[src/rtl/trig_differential_drive_mixer_core_macros.svh]
// assertion shorthands, clocked on clk and held off while rst_n is low
`ifndef TRIG_DIFFERENTIAL_DRIVE_MIXER_CORE_MACROS_SVH
`define TRIG_DIFFERENTIAL_DRIVE_MIXER_CORE_MACROS_SVH

// same-cycle implication
`define TDDM_ASSERT_NOW(name, pre, post) \
    name: assert property (@(posedge clk) disable iff (!rst_n) (pre) |-> (post)) \
        else $error("tddm check failed");

// next-cycle implication
`define TDDM_ASSERT_NEXT(name, pre, post) \
    name: assert property (@(posedge clk) disable iff (!rst_n) (pre) |=> (post)) \
        else $error("tddm check failed");

`endif

[src/rtl/tddm_div_cell.sv]
module tddm_div_cell #(
    parameter int DW = 15,
    parameter int NW = 17,
    parameter int QW = 17,
    parameter int SW = 3
) (
    input  logic          clk,
    input  logic          en,
    input  logic [DW-1:0] den_in,
    input  logic [DW-1:0] rem_in,
    input  logic [NW-1:0] num_in,
    input  logic [QW-1:0] q_in,
    input  logic [SW-1:0] side_in,
    output logic [DW-1:0] den_out,
    output logic [DW-1:0] rem_out,
    output logic [NW-1:0] num_out,
    output logic [QW-1:0] q_out,
    output logic [SW-1:0] side_out
);

    logic [DW:0]   trial;
    logic [DW:0]   diff;
    logic          ge;
    logic [DW-1:0] rem_next;
    logic [DW-1:0] den_reg;
    logic [DW-1:0] rem_reg;
    logic [NW-1:0] num_reg;
    logic [QW-1:0] q_reg;
    logic [SW-1:0] side_reg;

    // one restoring step: bring down the next numerator bit
    always_comb
    begin
        trial    = {rem_in, num_in[NW-1]};
        ge       = trial >= {1'b0, den_in};
        diff     = trial - {1'b0, den_in};
        rem_next = ge ? diff[DW-1:0] : trial[DW-1:0];
    end

    always_ff @(posedge clk)
    begin
        if (en)
        begin
            den_reg  <= den_in;
            rem_reg  <= rem_next;
            num_reg  <= num_in << 1;
            q_reg    <= {q_in[QW-2:0], ge};
            side_reg <= side_in;
        end
    end

    assign den_out  = den_reg;
    assign rem_out  = rem_reg;
    assign num_out  = num_reg;
    assign q_out    = q_reg;
    assign side_out = side_reg;

endmodule

[config.mk]
export PLATFORM = sky130hd
export DESIGN_NAME = tddm_div_cell
export DESIGN_NICKNAME = d
export VERILOG_FILES = /design/src/rtl/trig_differential_drive_mixer_core_macros.svh /design/src/rtl/tddm_div_cell.sv
export SDC_FILE = /design/constraint.sdc
export NUM_CORES = 1
export LEC_CHECK = 0
export BUFFER_PORTS_ARGS = -buffer_cell sky130_fd_sc_hd__buf_2
export CORE_UTILIZATION = 43
export CTS_CLUSTER_SIZE = 8
export DETAILED_ROUTE_END_ITERATION = 16
export GPL_TIMING_DRIVEN = 0
export PLACE_DENSITY = 0.83
export SLEW_MARGIN = 25
export SYNTH_ARGS = -nofsm -noshare
export SYNTH_HDL_FRONTEND = slang
export SYNTH_SLANG_ARGS = --single-unit
[constraint.sdc]
create_clock -name clk -period 2.7 [get_ports clk]
set_input_delay 0.54 -clock clk [delete_from_list [all_inputs] [get_ports clk]]
set_output_delay 0.54 -clock clk [all_outputs]
set_load 0.01 [all_outputs]
After elaboration in Yosys (flattened, before gate mapping)
Cells that the tools add are included.
- bits of input ports: 69
- register bits after elaboration: 66
- logic and storage cells: 8
- order comparisons: 1
- add/subtract/negate cells: 1
- mux-type cells: 1
- operator list (cell ; count):
    greater-or-equal comparator 16 x 15 -> 1 bit ; 1
    2-to-1 mux 15 bit ; 1
    subtractor 15 bit ; 1

Depth between registers and ports, before layout
- depth after elaboration: 2
- depth in mapped cells: 11
- mapped depth without buffers: 9

Worst setup path after synthesis
OpenSTA, ideal clock, no wires.
- path type: input-to-reg
- from: in num_in[16]
- to: reg rem_reg[11] (netlist: rem_out[11]) (data pin)
- required time: 2.440 ns
- arrival time: 2.453 ns
- stages: 11
- path slack: -0.014 ns
- path buffers: 2
- cells stage by stage: inv_1 -> ha_1 -> fa_1 -> nand2b_1 -> a21oi_1 -> o221ai_1 -> o2111ai_1 -> a311o_1 -> buf_6 -> buf_12 -> mux2_4
- cells in the longest elaborated chain, start to end: 2
- elaborated cells on any way between the ends: 3
- those cells by class: add/sub: 1; order compare: 1; mux: 1
- RTL lines (element ; line ; RTL):
    start: declaration ; tddm_div_cell.sv:11 ; input logic [NW-1:0] num_in,
    greater-or-equal comparator 16 x 15 -> 1 bit ; tddm_div_cell.sv:35 ; ge = trial >= {1'b0, den_in};
    net ge ; tddm_div_cell.sv:23 ; logic ge;
    2-to-1 mux 15 bit ; tddm_div_cell.sv:37 ; rem_next = ge ? diff[DW-1:0] : trial[DW-1:0];
    net rem_next[11] ; tddm_div_cell.sv:24 ; logic [DW-1:0] rem_next;
    end signal: assignment ; tddm_div_cell.sv:45 ; rem_reg <= rem_next;
    end: declaration ; tddm_div_cell.sv:26 ; logic [DW-1:0] rem_reg;
The timed path passes the listed nets, and every way through them passes these cells.
A chain may end at the register's enable or synchronous reset.

Final worst setup path
- from: in den_in[0]
- to: reg rem_reg[12] (netlist: rem_out[12]) (data pin)
- cells in the longest elaborated chain, start to end: 2
- elaborated cells on any way between the ends: 3
- those cells by class: add/sub: 1; order compare: 1; mux: 1
- RTL lines (element ; line ; RTL):
    start: declaration ; tddm_div_cell.sv:9 ; input logic [DW-1:0] den_in,
    greater-or-equal comparator 16 x 15 -> 1 bit ; tddm_div_cell.sv:35 ;
    net ge ; tddm_div_cell.sv:23 ;
    2-to-1 mux 15 bit ; tddm_div_cell.sv:37 ;
    net rem_next[12] ; tddm_div_cell.sv:24 ;
The timed path passes the listed nets, and every way through them passes these cells.

==> flow_metrics.py <==
metrics = {
    "global_routing": {
        "grt_pass1_wl_um": 9500,
        "antenna_found_initial": 0,
        "grt_max_degree": 67,
        "grt_pass1_vias": 2027,
        "grt_usage": 0.170,
        "grt.overflow.total": 0,
    },
    "detailed_routing": {
        "viasPerCell": 4.77,
        "wl_per_cell_um": 13.9,
        "final_antenna_net_count": 0,
        "drc": 0,
        "drt_pass1_iterations": 4,
        "dr.first_iter.drc_count": 80,
        "num_vias": 2170,
        "totalWireLength_um": 6330,
    },
    "setup_path": {
        "worstSetupEndpoint": "rem_out[12]",
        "worstPathRequired_ns": 2.79,
        "crit_arrival_ns": 2.67,
        "slowest_delay_ns": 0.41,
        "cp-startpoint": "den_in[0]",
        "crit_type": "in2reg",
        "crit_path_cell_trace": "buf_2 -> ha_1 -> fa_1 -> nand2b_4 -> a21oi_2 -> o221ai_1 -> o2111ai_1 -> a311o_1 -> buf_6 -> buf_12 -> mux2_4",
        "cp_max_fo": 10,
        "crit_slowest_cell": "fa_1",
        "setup.worst_path.start_class": "input port",
        "cp-end-kind": "register",
    },
    "cts": {
        "clock_path_buffers": 2,
        "cts_tree": "built",
        "root_buffer": "clkbuf_8",
        "hold_buffers": 0,
        "numCtsBuffers": 9,
        "cts.htree.levels": 3,
        "clk_pin_slew_ns": 0.07,
        "cts_sinks": 66,
    },
    "synth": {
        "async_flop_share": 0,
        "synth_largest_area_cell": "edfxtp_1",
        "yosysWarnings": 0,
        "synth_flop_cell": "edfxtp_1",
        "synth_nets": 294,
        "synth.area.top_cells": "edfxtp_1, ha_1, mux2_4, inv_1, mux2_2",
        "synth_edf_count": 66,
        "synth_cell_types": 41,
        "syn_avg_cell_area_um2": 14.6,
        "synth_top_area_frac": 0.648,
        "synth_area_um2": 3060,
        "synth_seq_area_share": 0.648,
        "ys_ff_latch": 66,
        "synth_cells": 209,
    },
    "pwr": {
        "leakagePower_nw": 1.80,
        "vdd_drop_max_mv": 0.244,
        "p_sw_w": 0.000677,
        "powerDensity_nw_per_um2": 639,
        "clkPwrFrac": 0.314,
        "p_sw_frac": 0.261,
        "p_comb_frac": 0.198,
        "internal-power_w": 0.00192,
        "power_frac_seq": 0.488,
    },
    "finish": {
        "utilization": 0.594,
        "area_growth_pct": 32.6,
        "layout.nets": 439,
        "layout-drive-gt1-share": 0.476,
        "design_area_um2": 4060,
        "antennaDiodeCount": 0,
    },
    "hold_path": {
        "hp-class": "in2reg",
    },
    "floorplan": {
        "ios": 136,
        "fp.dieArea_um2": 7460,
        "std_cell_rows": 30,
        "die_height_um": 86.4,
        "initial_core_util": 0.448,
        "core_um2": 6830,
        "die_w_um": 86.4,
    },
    "placed_design": {
        "dpl.hpwl_um": 4670,
        "io_buffers": 133,
        "gp_congestion": 0.835,
        "place_area_um2": 3850,
    },
    "timing": {
        "finalSetupViolCount": 0,
        "finalCritPeriodShare": 0.955,
        "drv_slew": 0,
        "maxSlewHeadroom": 0.452,
        "hold_violations": 0,
        "tightestPinTransition_ns": 0.822,
        "fmax_mhz": 388,
        "fin_crit_ns": 2.58,
    },
    "job": {
        "maxCapViolCount": 0,
    },
    "status": {
        "outcome": "complete, no violations",
    },
}
## cell type report
type                       instances  area (um^2)
buffer                             6         57.6
clock buffer                       9          124
clock inverter                     7         67.6
fill                             559         2770
inverter                          19         71.3
multi-input combinational        118          961
sequential                        66         1980
tap                               96          120
timing repair buffer             134          676
## timing repair
action / in CTS / in global routing
buffers inserted: 0 / 1
setup endpoints to repair: 0 / 6
resized for setup: 0 / 1
## critical path: cells and delay by family
family,cells,cell delay (ns)
adder cells (fa/ha/maj),2,0.63
AO/OA/AOI/OAI,4,0.61
buffers and inverters,3,0.41
multiplexers,1,0.31
AND/OR/NAND/NOR,1,0.17
## registers in the layout (all words and copies together), names as in the netlist
name and count:
q_out 17, side_out 3, den_out 15, rem_out 15, num_out 16
## cell families (layout without fill, tap and decap cells)
kind of cell	Yosys count	in the layout	synth area share
adders and majority gates	16	16	0.0679
xor gates and xnor gates	9	9	0.0258
other	1	1	0.00123
DFF	66	66	0.648
AOI/OAI and AO/OA	38	38	0.0928
muxes	15	15	0.0613
and+or+nand+nor	39	39	0.0613
buffers and inverters	25	175	0.0421
## synthesized netlist by cell type, types with 2 or more instances
library cell	number
a21oi_1	6
nand4_1	3
nand2b_1	4
mux2i_1	3
a31oi_1	2
ha_1	15
a211oi_1	3
nand4b_1	2
mux2_2	6
nand2_1	13
nor2_1	9
inv_1	19
nor2b_1	2
o21ai_1	3
nand3_1	4
mux2_4	6
buf_6	2
a21oi_4	2
clkbuf_1	2
xor2_1	2
edfxtp_1	66
o21a_1	4
o311a_1	2
xnor2_1	7
o21ai_0	6
## layer usage
layer	track usage	part of all wire	wire, um	vias up
li1	-	-	-	1072
met1	0.195	0.41	2620	992
met2	0.291	0.48	3040	98
met3	0.0686	0.095	600	8
met4	0.0500	0.011	68	0
met5	0	0	0	-
## power by group through the flow
| stage | clock network (W) | registers, W | logic [W] |
|---|---|---|---|
| floorplan | 0 | 0.00135 | 0.000245 |
| global placement | 0 | 0.00129 | 0.000493 |
| detailed placement | 0 | 0.00129 | 0.000509 |
| CTS | 0.000835 | 0.00127 | 0.000511 |
| global route | 0.000876 | 0.00127 | 0.000564 |
| finish | 0.000814 | 0.00127 | 0.000513 |
## how the worst min path moves through the flow
stage               slack [ns]          end        from  depth (start not counted)
CTS                       0.35  num_out[12]  num_in[11]                          1
detailed placement        0.72  num_out[12]  num_in[11]                          1
global route              0.35  num_out[12]  num_in[11]                          1
global placement          0.72     q_out[6]     q_in[5]                          1
finish                    0.37   num_out[5]   num_in[4]                          1
floorplan                 0.64   den_out[0]   den_in[0]                          0
## placed cells by master, fill, tap and decap left out, types with 4 or more instances in the layout
cell / Yosys / final
clkbuf_8: 0 / 9
mux2_2: 6 / 6
nand3_1: 4 / 4
nand2_1: 13 / 13
xnor2_1: 7 / 7
mux2_4: 6 / 6
inv_1: 19 / 19
nor2_1: 9 / 9
ha_1: 15 / 15
edfxtp_1: 66 / 66
buf_2: 0 / 132
o21a_1: 4 / 4
o21ai_0: 6 / 6
a21oi_1: 6 / 5
## through the flow
stage | std cells | setup TNS (ns) | total power [W] | worst slack [ns] | hold WS, ns
finish | 455 | 0 | 0.00259 | 0.120 | 0.371
global placement | 438 | -2.79 | 0.00178 | -0.273 | 0.717
CTS | 454 | 0 | 0.00261 | 0.0982 | 0.354
detailed placement | 438 | -2.68 | 0.00180 | -0.272 | 0.719
floorplan | 209 | 0 | 0.00159 | 0.0239 | 0.639
global route | 455 | -0.0548 | 0.00271 | -0.0157 | 0.345
Note: power is estimated with default switching activity, not from simulation.
