<file path="src/rtl/trig_differential_drive_mixer_core_macros.svh">
// assertion shorthands, clocked on clk and held off while rst_n is low
`ifndef TRIG_DIFFERENTIAL_DRIVE_MIXER_CORE_MACROS_SVH
`define TRIG_DIFFERENTIAL_DRIVE_MIXER_CORE_MACROS_SVH

// same-cycle implication
`define TDDM_ASSERT_NOW(name, pre, post) \
    name: assert property (@(posedge clk) disable iff (!rst_n) (pre) |-> (post)) \
        else $error("tddm check failed");

// next-cycle implication
`define TDDM_ASSERT_NEXT(name, pre, post) \
    name: assert property (@(posedge clk) disable iff (!rst_n) (pre) |=> (post)) \
        else $error("tddm check failed");

`endif

</file>
<file path="src/rtl/tddm_sqrt_cell.sv">
module tddm_sqrt_cell #(
    parameter int K  = 16,
    parameter int SW = 8
) (
    input  logic           clk,
    input  logic           en,
    input  logic [2*K-1:0] rad_in,
    input  logic [K+1:0]   rem_in,
    input  logic [K-1:0]   root_in,
    input  logic [SW-1:0]  side_in,
    output logic [2*K-1:0] rad_out,
    output logic [K+1:0]   rem_out,
    output logic [K-1:0]   root_out,
    output logic [SW-1:0]  side_out
);

    logic [K+3:0]   cur;
    logic [K+3:0]   trial;
    logic [K+3:0]   diff;
    logic           ge;
    logic [K+1:0]   rem_next;
    logic [2*K-1:0] rad_reg;
    logic [K+1:0]   rem_reg;
    logic [K-1:0]   root_reg;
    logic [SW-1:0]  side_reg;

    // one root digit per cell, two radicand bits brought down
    always_comb
    begin
        cur      = {rem_in, rad_in[2*K-1:2*K-2]};
        trial    = {2'b00, root_in, 2'b01};
        ge       = cur >= trial;
        diff     = cur - trial;
        rem_next = ge ? diff[K+1:0] : cur[K+1:0];
    end

    always_ff @(posedge clk)
    begin
        if (en)
        begin
            rad_reg  <= rad_in << 2;
            rem_reg  <= rem_next;
            root_reg <= {root_in[K-2:0], ge};
            side_reg <= side_in;
        end
    end

    assign rad_out  = rad_reg;
    assign rem_out  = rem_reg;
    assign root_out = root_reg;
    assign side_out = side_reg;

endmodule
</file>
<file path="config.mk">
export PLATFORM = sky130hd
export DESIGN_NAME = tddm_sqrt_cell
export DESIGN_NICKNAME = d
export VERILOG_FILES = /design/src/rtl/trig_differential_drive_mixer_core_macros.svh /design/src/rtl/tddm_sqrt_cell.sv
export SDC_FILE = /design/constraint.sdc
export NUM_CORES = 1
export LEC_CHECK = 0
export ABC_AREA = 1
export BUFFER_PORTS_ARGS = -buffer_cell sky130_fd_sc_hd__buf_2
export CAP_MARGIN = 20
export CORE_UTILIZATION = 48
export DETAILED_ROUTE_END_ITERATION = 10
export GPL_TIMING_DRIVEN = 0
export PLACE_DENSITY = 0.77
export SLEW_MARGIN = 20
export SYNTH_ARGS = -nofsm -noshare
export SYNTH_HDL_FRONTEND = slang
export SYNTH_SLANG_ARGS = --single-unit
</file>
<file path="constraint.sdc">
create_clock -name clk -period 2.5 [get_ports clk]
set_input_delay 0.5 -clock clk [delete_from_list [all_inputs] [get_ports clk]]
set_output_delay 0.5 -clock clk [all_outputs]
set_load 0.05 [all_outputs]
</file>
Word level (Yosys, flattened, before mapping) --
Index checks and enable logic that the tools add are counted.
Storage, ports and cells: register bits after elaboration 72, input bits 76, output and inout bits 74, logic and storage cells 7
Operators by class: add/sub/neg operators 1, order comparisons 1, muxes and demuxes 1
Operators with widths (count):
- 20-bit by 18-bit >= comparator with 1-bit output | 1
- 18-bit 2-to-1 mux | 1
- 18-bit subtractor | 1

Depth between registers and ports, before layout --
Gate-level depths: netlist of the first run.
word-level depth 2, depth in mapped cells 14, mapped depth without buffers 13

Worst setup path before layout of the first run --
OpenSTA, ideal clock, no wires.
path kind input to register, from input root_in[1], to register rem_reg[0], in the netlist rem_out[0], data pin, setup time 258 ps, arrival 1726 ps, data required time 2242 ps, setup slack 517 ps, cell stages on the path 10, path buffers 1, path through inv_1 > ha_1 > a21oi_1 > nand2_1 > nand2_1 > nand3b_1 > nand2_1 > nand2_4 > buf_6 > xor2_2
On the way: cells in the longest elaborated chain, start to end 2
RTL lines:
- start: declaration | RTL line tddm_sqrt_cell.sv:9 | input logic [K-1:0] root_in,
- 20-bit by 18-bit >= comparator with 1-bit output | RTL line tddm_sqrt_cell.sv:32 | ge = cur >= trial;
- 18-bit 2-to-1 mux | RTL line tddm_sqrt_cell.sv:34 | rem_next = ge ? diff[K+1:0] : cur[K+1:0];
- net rem_next[0] | RTL line tddm_sqrt_cell.sv:21 | logic [K+1:0] rem_next;
- end signal: assignment | RTL line tddm_sqrt_cell.sv:42 | rem_reg <= rem_next;
- end: declaration | RTL line tddm_sqrt_cell.sv:23 | logic [K+1:0] rem_reg;
The timed path passes the listed nets, and every way through them passes these cells. A chain may end at the register's enable or synchronous reset.

Worst setup path after layout of the first run --
from input root_in[7], to register rem_reg[7], in the netlist rem_out[7], data pin
The elaborated chain is that of the path after synthesis.

==> summary.md, run 1 <==
| Metric | Value |
|---|---|
| DRT Pass-1 Iters | 4 |
| Post-Layout Cell Count | 612 |
| Share of post-route cells with drive strength above 1 | 0.3528 |
| Yosys reg bits | 72 |
| Final Hold Violating Endpoints | 0 |
| Area of the multi-input gates | 1170 sq um |
| Lkg Pwr | around 2.3 nW |
| CTS Sinks | ~70 |
| Crit Path Class | in2reg |
| Global-route wire length before repair | approximately 11 mm |
| CP Max Fanout | 10 |
| # nets final | between 600 and 700 |
| Max-cap check violation count | 0 |
| Core Region | just over 7000 sq um |
| Largest net degree at the start of global routing | 42 |
| Max VDD drop | 0.2993 mV |
| Placed Area | 4461 sq um |
| DP HPWL | roughly 6 mm |
| Fillers | between 600 and 700 |
| Dpl ws | around 0.18 ns |
| Cell count after synthesis | roughly 350 |
| Vias in the first global route | between 2k and 3k |
| CTS root buf | clkbuf_8 |
| Max Fclk | just over 500 MHz |
| Status | finished, final reports clean |
| Clock tree buffer depth | 2 |
| Setup TNS | 0 ns |
| DR iter-0 viols | between 80 and 90 |
| Initial antenna violation count | 0 |
| Syn_area_per_cell | about 10 sq um |
| Die width | 88.30 um |
| Post-Route WL | around 7.7 mm |
| RSZ-0062 raised after global routing | no |
| Slew Limit Fails | 0 |
| Synth area leaders | edfxtp_1 (60%), nand2_1 (13%), ha_1 (6.3%) |
| Critical Path Sink | rem_out[7] |
| Arrival @ worst endpoint | ~2 ns |
| Remaining global-route overflow | 0 |
| Post-CTS Resized | 0 |
| Tot GR Track Use | 0.1950 |
| Cells after DPL | between 500 and 600 |
| Area leader, netlist | edfxtp_1 |
| H-tree depth | 3 |
| Post-CTS Setup Bufs | 0 |
| Vias per cell | 4.554 |
| Initial Utilization | 0.4955 |
| GPL Wtd Cong | just under 0.9 |
| Die Area | roughly 7800 sq um |
| Worst-path clk slew | 0.08 ns |
| CTS tree | done |
| Die Y | approximately 88 um |
| Row Count | 31 |
| Post-synthesis cell area | between 3000 and 4000 sq um |
| Yosys cell types | 24 |
| Setup ws final | 0.5468 ns |
| Final setup fails | 0 |
| Worst Setup SP | root_in[7] |
| Num CTS Buffers | 9 |
| Drc violations | 0 |
| Top-area cell type share of the netlist area | 0.6048 |
| Pwr/cell area | roughly 740 nW/um^2 |
| Fin crit share | 0.7813 |
| Minimum clock period | 1.953 ns |
| Register area share after synthesis | 0.6048 |
| Layout Utilization | 0.6485 |
| WHS | between 0.3 and 0.4 ns |
| I/O pins | 150 |
| CTS Hold Bufs | 0 |
| Req. time, crit path | 2.60 ns |
| CP Launch Type | input pin |
| Reg area | around 2200 sq um |
| Wire length per cell | ~13 um |
| Design Area, Final | between 4000 and 5000 sq um |
| Critical Path Sink Type | flip-flop |
| IO buf count | roughly 150 |
| Tot Pwr | 3.454 mW |
| Area Growth Syn to Fin | 30.87% |
| ANT nets after route | 0 |
| Worst min-delay path class | in2reg |
| Synth warn | 0 |
| Antenna diode count | 0 |
| Vias | about 2.8k |
-- worst min-delay path by stage --
stage               start  cells after the start          end  slack, ns
2_1_floorplan   rad_in[8]                      0  rad_out[10]       0.60
3_3_place_gp   side_in[0]                      1  side_out[0]       0.68
3_5_place_dp   side_in[6]                      1  side_out[6]       0.68
4_1_cts        side_in[6]                      1  side_out[6]       0.32
5_1_grt        rad_in[10]                      1  rad_out[12]       0.31
6_report       rad_in[10]                      1  rad_out[12]       0.33
-- flip-flops by register name, indices dropped and copies added, names as in the netlist --
register and cells:
side_out 8, rem_out 18, root_out 16, rad_out 30
-- cells in the mapped netlist, drive strengths merged --
library cell	n
ha	18
nand2	126
buf	5
edfxtp	72
xnor2	1
a21oi	13
xor2	9
nand3b	7
a211oi	1
nor2	18
nand3	17
conb	1
o21ai	4
inv	52
o21bai	1
nor3	2
nand4	1
-- cells by family (layout without fill, tap and decap cells) --
kind of cell               count (synthesis)  after routing  share of synthesized area
adders and majority gates                 18             18                    0.06300
AOI/OAI and AO/OA                         19             19                    0.02800
other                                      1              2                   0.001049
DFF                                       72             72                     0.6048
and+or+nand+nor                          171            171                     0.2076
buffers and inverters                     57            221                    0.06895
xor gates and xnor gates                  10             10                    0.02660
-- critical path, cell delays in order --
cell      delay [ns]
buf_2           0.12
inv_1           0.05
ha_1            0.33
nand2_1         0.09
inv_1           0.09
nand2_1         0.06
nor2_1          0.09
nand2_1         0.05
nand3b_1        0.13
nand2_1         0.11
nand2_4         0.10
inv_4           0.07
buf_6           0.15
nand2_1         0.06
nand2_1         0.05
-- per-layer routing --
metal / GRT usage / routed length (um)
met2: 0.3357 / 3679
met1: 0.2313 / 3383
met4: 0.06598 / 102
met5: 0 / 0
met3: 0.06157 / 565
-- area by class of cell --
cell class / count / share of cell area
Sequential cell: 72 / 0.4622
Multi-Input combinational cell: 220 / 0.2501
Timing Repair Buffer: 148 / 0.1621
Inverter: 52 / 0.04226
Clock buffer: 10 / 0.02728
Tap cell: 99 / 0.02648
Clock inverter: 6 / 0.01926
Buffer: 5 / 0.01043
-- report_power, final --
| group | internal (mW) | switching, mW |
|---|---|---|
| sequential | 1.47 | 0.0227 |
| clock | 0.568 | 0.451 |
| combinational | 0.245 | 0.700 |
| total | 2.28 | 1.17 |
-- cell usage in the layout (no fill, tap or decap), types with 8 or more instances in the layout --
master	synthesis	final
a21oi_1	13	13
buf_2	0	146
clkbuf_8	0	9
edfxtp_1	72	72
ha_1	18	18
inv_1	51	51
nand2_1	123	123
nand3_1	11	11
nor2_1	16	16
xor2_1	8	8
(Power assumes the default switching activity.)
==> run 2: changes to the inputs <==
--- a/config.mk
+++ b/config.mk
@@ -8,10 +8,10 @@
 export ABC_AREA = 1
 export BUFFER_PORTS_ARGS = -buffer_cell sky130_fd_sc_hd__buf_2
 export CAP_MARGIN = 20
-export CORE_UTILIZATION = 48
+export CORE_UTILIZATION = 43
 export DETAILED_ROUTE_END_ITERATION = 10
 export GPL_TIMING_DRIVEN = 0
-export PLACE_DENSITY = 0.77
+export PLACE_DENSITY = 0.73
 export SLEW_MARGIN = 20
 export SYNTH_ARGS = -nofsm -noshare
 export SYNTH_HDL_FRONTEND = slang
==> constraint.sdc (replaced) <==
create_clock -name clk -period 1.79 [get_ports clk]
set_input_delay 0.358 -clock clk [delete_from_list [all_inputs] [get_ports clk]]
set_output_delay 0.358 -clock clk [all_outputs]
set_load 0.05 [all_outputs]
==> run 2 against run 1 <==
  * Clock power rose by 14%
  * Worst hold slack got worse by 0.14 ns
  * Routed wire length rose by 7.5%
==> summary.md, run 2 (synthesis gave the netlist of run 1 again) <==
| Metric | Value |
|---|---|
| Crit Path Class | in2reg |
| # nets final | 603 (+0.17%) |
| Min-delay src | rad_in[27] |
| I/O pins | 150 (unchanged) |
| Minimum clock period | roughly 1.7 ns |
| Pwr/cell area | 957.3 nW/um^2 (+30%) |
| Clock tree buffer depth | 2 (unchanged) |
| CP Max Fanout | 10 (unchanged) |
| Cells after DPL | 599 (+0.50%) |
| Worst min-delay path class | in2reg |
| Die width | 93.18 um (+5.5%) |
| Slowest-stage cell, CP | ha_4 |
| Critical Path Sink Type | flip-flop |
| CTS Hold Bufs | 0 (unchanged) |
| CP bufs+invs | 5 (unchanged) |
| Lkg Pwr | 2.327 nW (-0.81%) |
| Vias in the first global route | 2689 (+7.4%) |
| Most frequent cells in the layout | buf_2 (146), nand2_1 (119), edfxtp_1 (72) |
| Largest net degree at the start of global routing | 43 (+2.4%) |
| Wire length per cell | 13.49 um (+6.8%) |
| DRT Pass-1 Iters | 4 (unchanged) |
| Critical Path Most Common Cell | nand2_1 |
| RSZ-0062 raised after global routing | no |
| Max-cap check violation count | 0 (unchanged) |
| Number of flip-flops in the largest register | 30 (unchanged) |
| Die Area | 8682 sq um (+11%) |
| Drc violations | 0 (unchanged) |
| GPL Wtd Cong | 0.8697 (-2.7%) |
| Fin crit share | 0.9424 |
| Area Growth Syn to Fin | 35.67% |
| Status | finished, final reports clean |
| Worst-path clk slew | 0.08 ns (about the same) |
| Row Count | 32 (+3.2%) |
| Initial antenna violation count | 0 (unchanged) |
| Num CTS Buffers | 9 (unchanged) |
| Largest stage delay, worst path | 0.30 ns (-0.03 ns) |
| Core Region | 7888 sq um (+9.3%) |
| Critical Path Sink | rem_out[8] |
| ANT nets after route | 0 (unchanged) |
| Tot Pwr | 4.643 mW (+34%) |
| Remaining global-route overflow | 0 (unchanged) |
| Final Hold Violating Endpoints | 0 (unchanged) |
| Antenna diode count | 0 (unchanged) |
| Commonest non-fill, non-tap cell in the layout | buf_2 |
| Req. time, crit path | 1.89 ns (-0.71 ns) |
| Placed Area | 4633 sq um (+3.9%) |
| Initial Utilization | 0.4532 (-0.04229) |
| IO buf count | 147 (unchanged) |
| Worst path cell trace | buf_2 -> inv_1 -> ha_4 -> nand2_2 -> inv_2 -> nand2_1 -> nor2_1 -> nand2_1 -> nand3b_1 -> nand2_1 -> nand2_4 -> inv_4 -> buf_6 -> nand2_1 -> nand2_1 |
| Global-route wire length before repair | 13.06 mm (+15%) |
| Top cell family by delay on the critical path | simple AND/OR/NAND/NOR gates |
| Design Area, Final | 4850 sq um (+3.7%) |
| DR iter-0 viols | 105 (+27%) |
| Vias per cell | 4.606 (+1.1%) |
| Post-Route WL | 8.312 mm (+7.5%) |
| CP Launch Type | input pin |
| Vias | 2837 (+1.8%) |
| Final setup fails | 0 (unchanged) |
| Share of post-route cells with drive strength above 1 | 0.4027 (+0.04990) |
| CTS tree | done |
| CTS Sinks | 72 (unchanged) |
| DP HPWL | 6.594 mm (+10%) |
| Max VDD drop | 0.4587 mV (+53%) |
| Die Y | 93.18 um (+5.5%) |
| Worst Setup SP | root_in[9] |
| Post-Layout Cell Count | 616 (+0.65%) |
| Arrival @ worst endpoint | 1.79 ns (-0.26 ns) |
| CP Depth | 15 (unchanged) |
| Slew Limit Fails | 0 (unchanged) |
| CTS root buf | clkbuf_8 |
| H-tree depth | 3 (unchanged) |
| Max Fclk | 592.8 MHz |
| Tot GR Track Use | 0.1989 (+0.003960) |
## run 2: cell types whose count changed in the layout (fill, tap and decap cells not counted), moves of 3 or more
cell and change:
nand2_1 -4, inv_1 -3, ha_1 -14, inv_2 +3, ha_4 +14, nand2_2 +4
## run 2: worst min path at each step
stage	to	slack [ns]	depth (start not counted)
after CTS	rad_out[12]	0.17	1
after detailed placement	rad_out[24]	0.54	1
after global placement	rad_out[13]	0.54	1
final	rad_out[29]	0.18	1
after floorplan	rad_out[10]	0.46	0
after global routing	rad_out[12]	0.16	1
## run 2: area by class of cell
cell class                 instances  area (sq um)
timing repair buffer             149         765.7
sequential                        72          2162
fill                             695          3038
buffer                             5         48.80
clock buffer                       9         123.9
multi-input combinational        220          1369
tap                              102         127.6
inverter                          52         197.7
clock inverter                     7         55.05
## run 2: metal layers
| layer | share of wire | vias to the layer above | wire length [um] | global-route usage |
|---|---|---|---|---|
| met5 | 0 | - | 0 | 0 |
| li1 | - | 1452 | - | - |
| met1 | 0.43 | 1263 | 3599 | 0.2544 |
| met3 | 0.079 | 9 | 654 | 0.05447 |
| met2 | 0.48 | 113 | 3969 | 0.3339 |
| met4 | 0.011 | 0 | 88 | 0.05000 |
## run 2: through the flow
stage                       util  setup WS (ns)  hold slack, ns  setup TNS, ns
after floorplan                -      -0.002693          0.4569      -0.002693
after global placement    0.5845        -0.3333          0.5351         -13.59
after detailed placement  0.5874        -0.3576          0.5366         -5.987
after CTS                 0.6117        0.01358          0.1708              0
after global routing      0.6148        0.01196          0.1629              0
final                     0.6148         0.1031          0.1834              0
## run 2: what timing repair did
item	CTS	global route
gates cloned	0	0
endpoints found under the setup margin	1	12
resized for setup	1	9
setup buffers	0	1
pin swaps	0	1
## run 2: power breakdown
group | internal, mW | switching [mW]
registers | 2.05 | 0.0368
logic | 0.393 | 1.01
clock network | 0.516 | 0.641
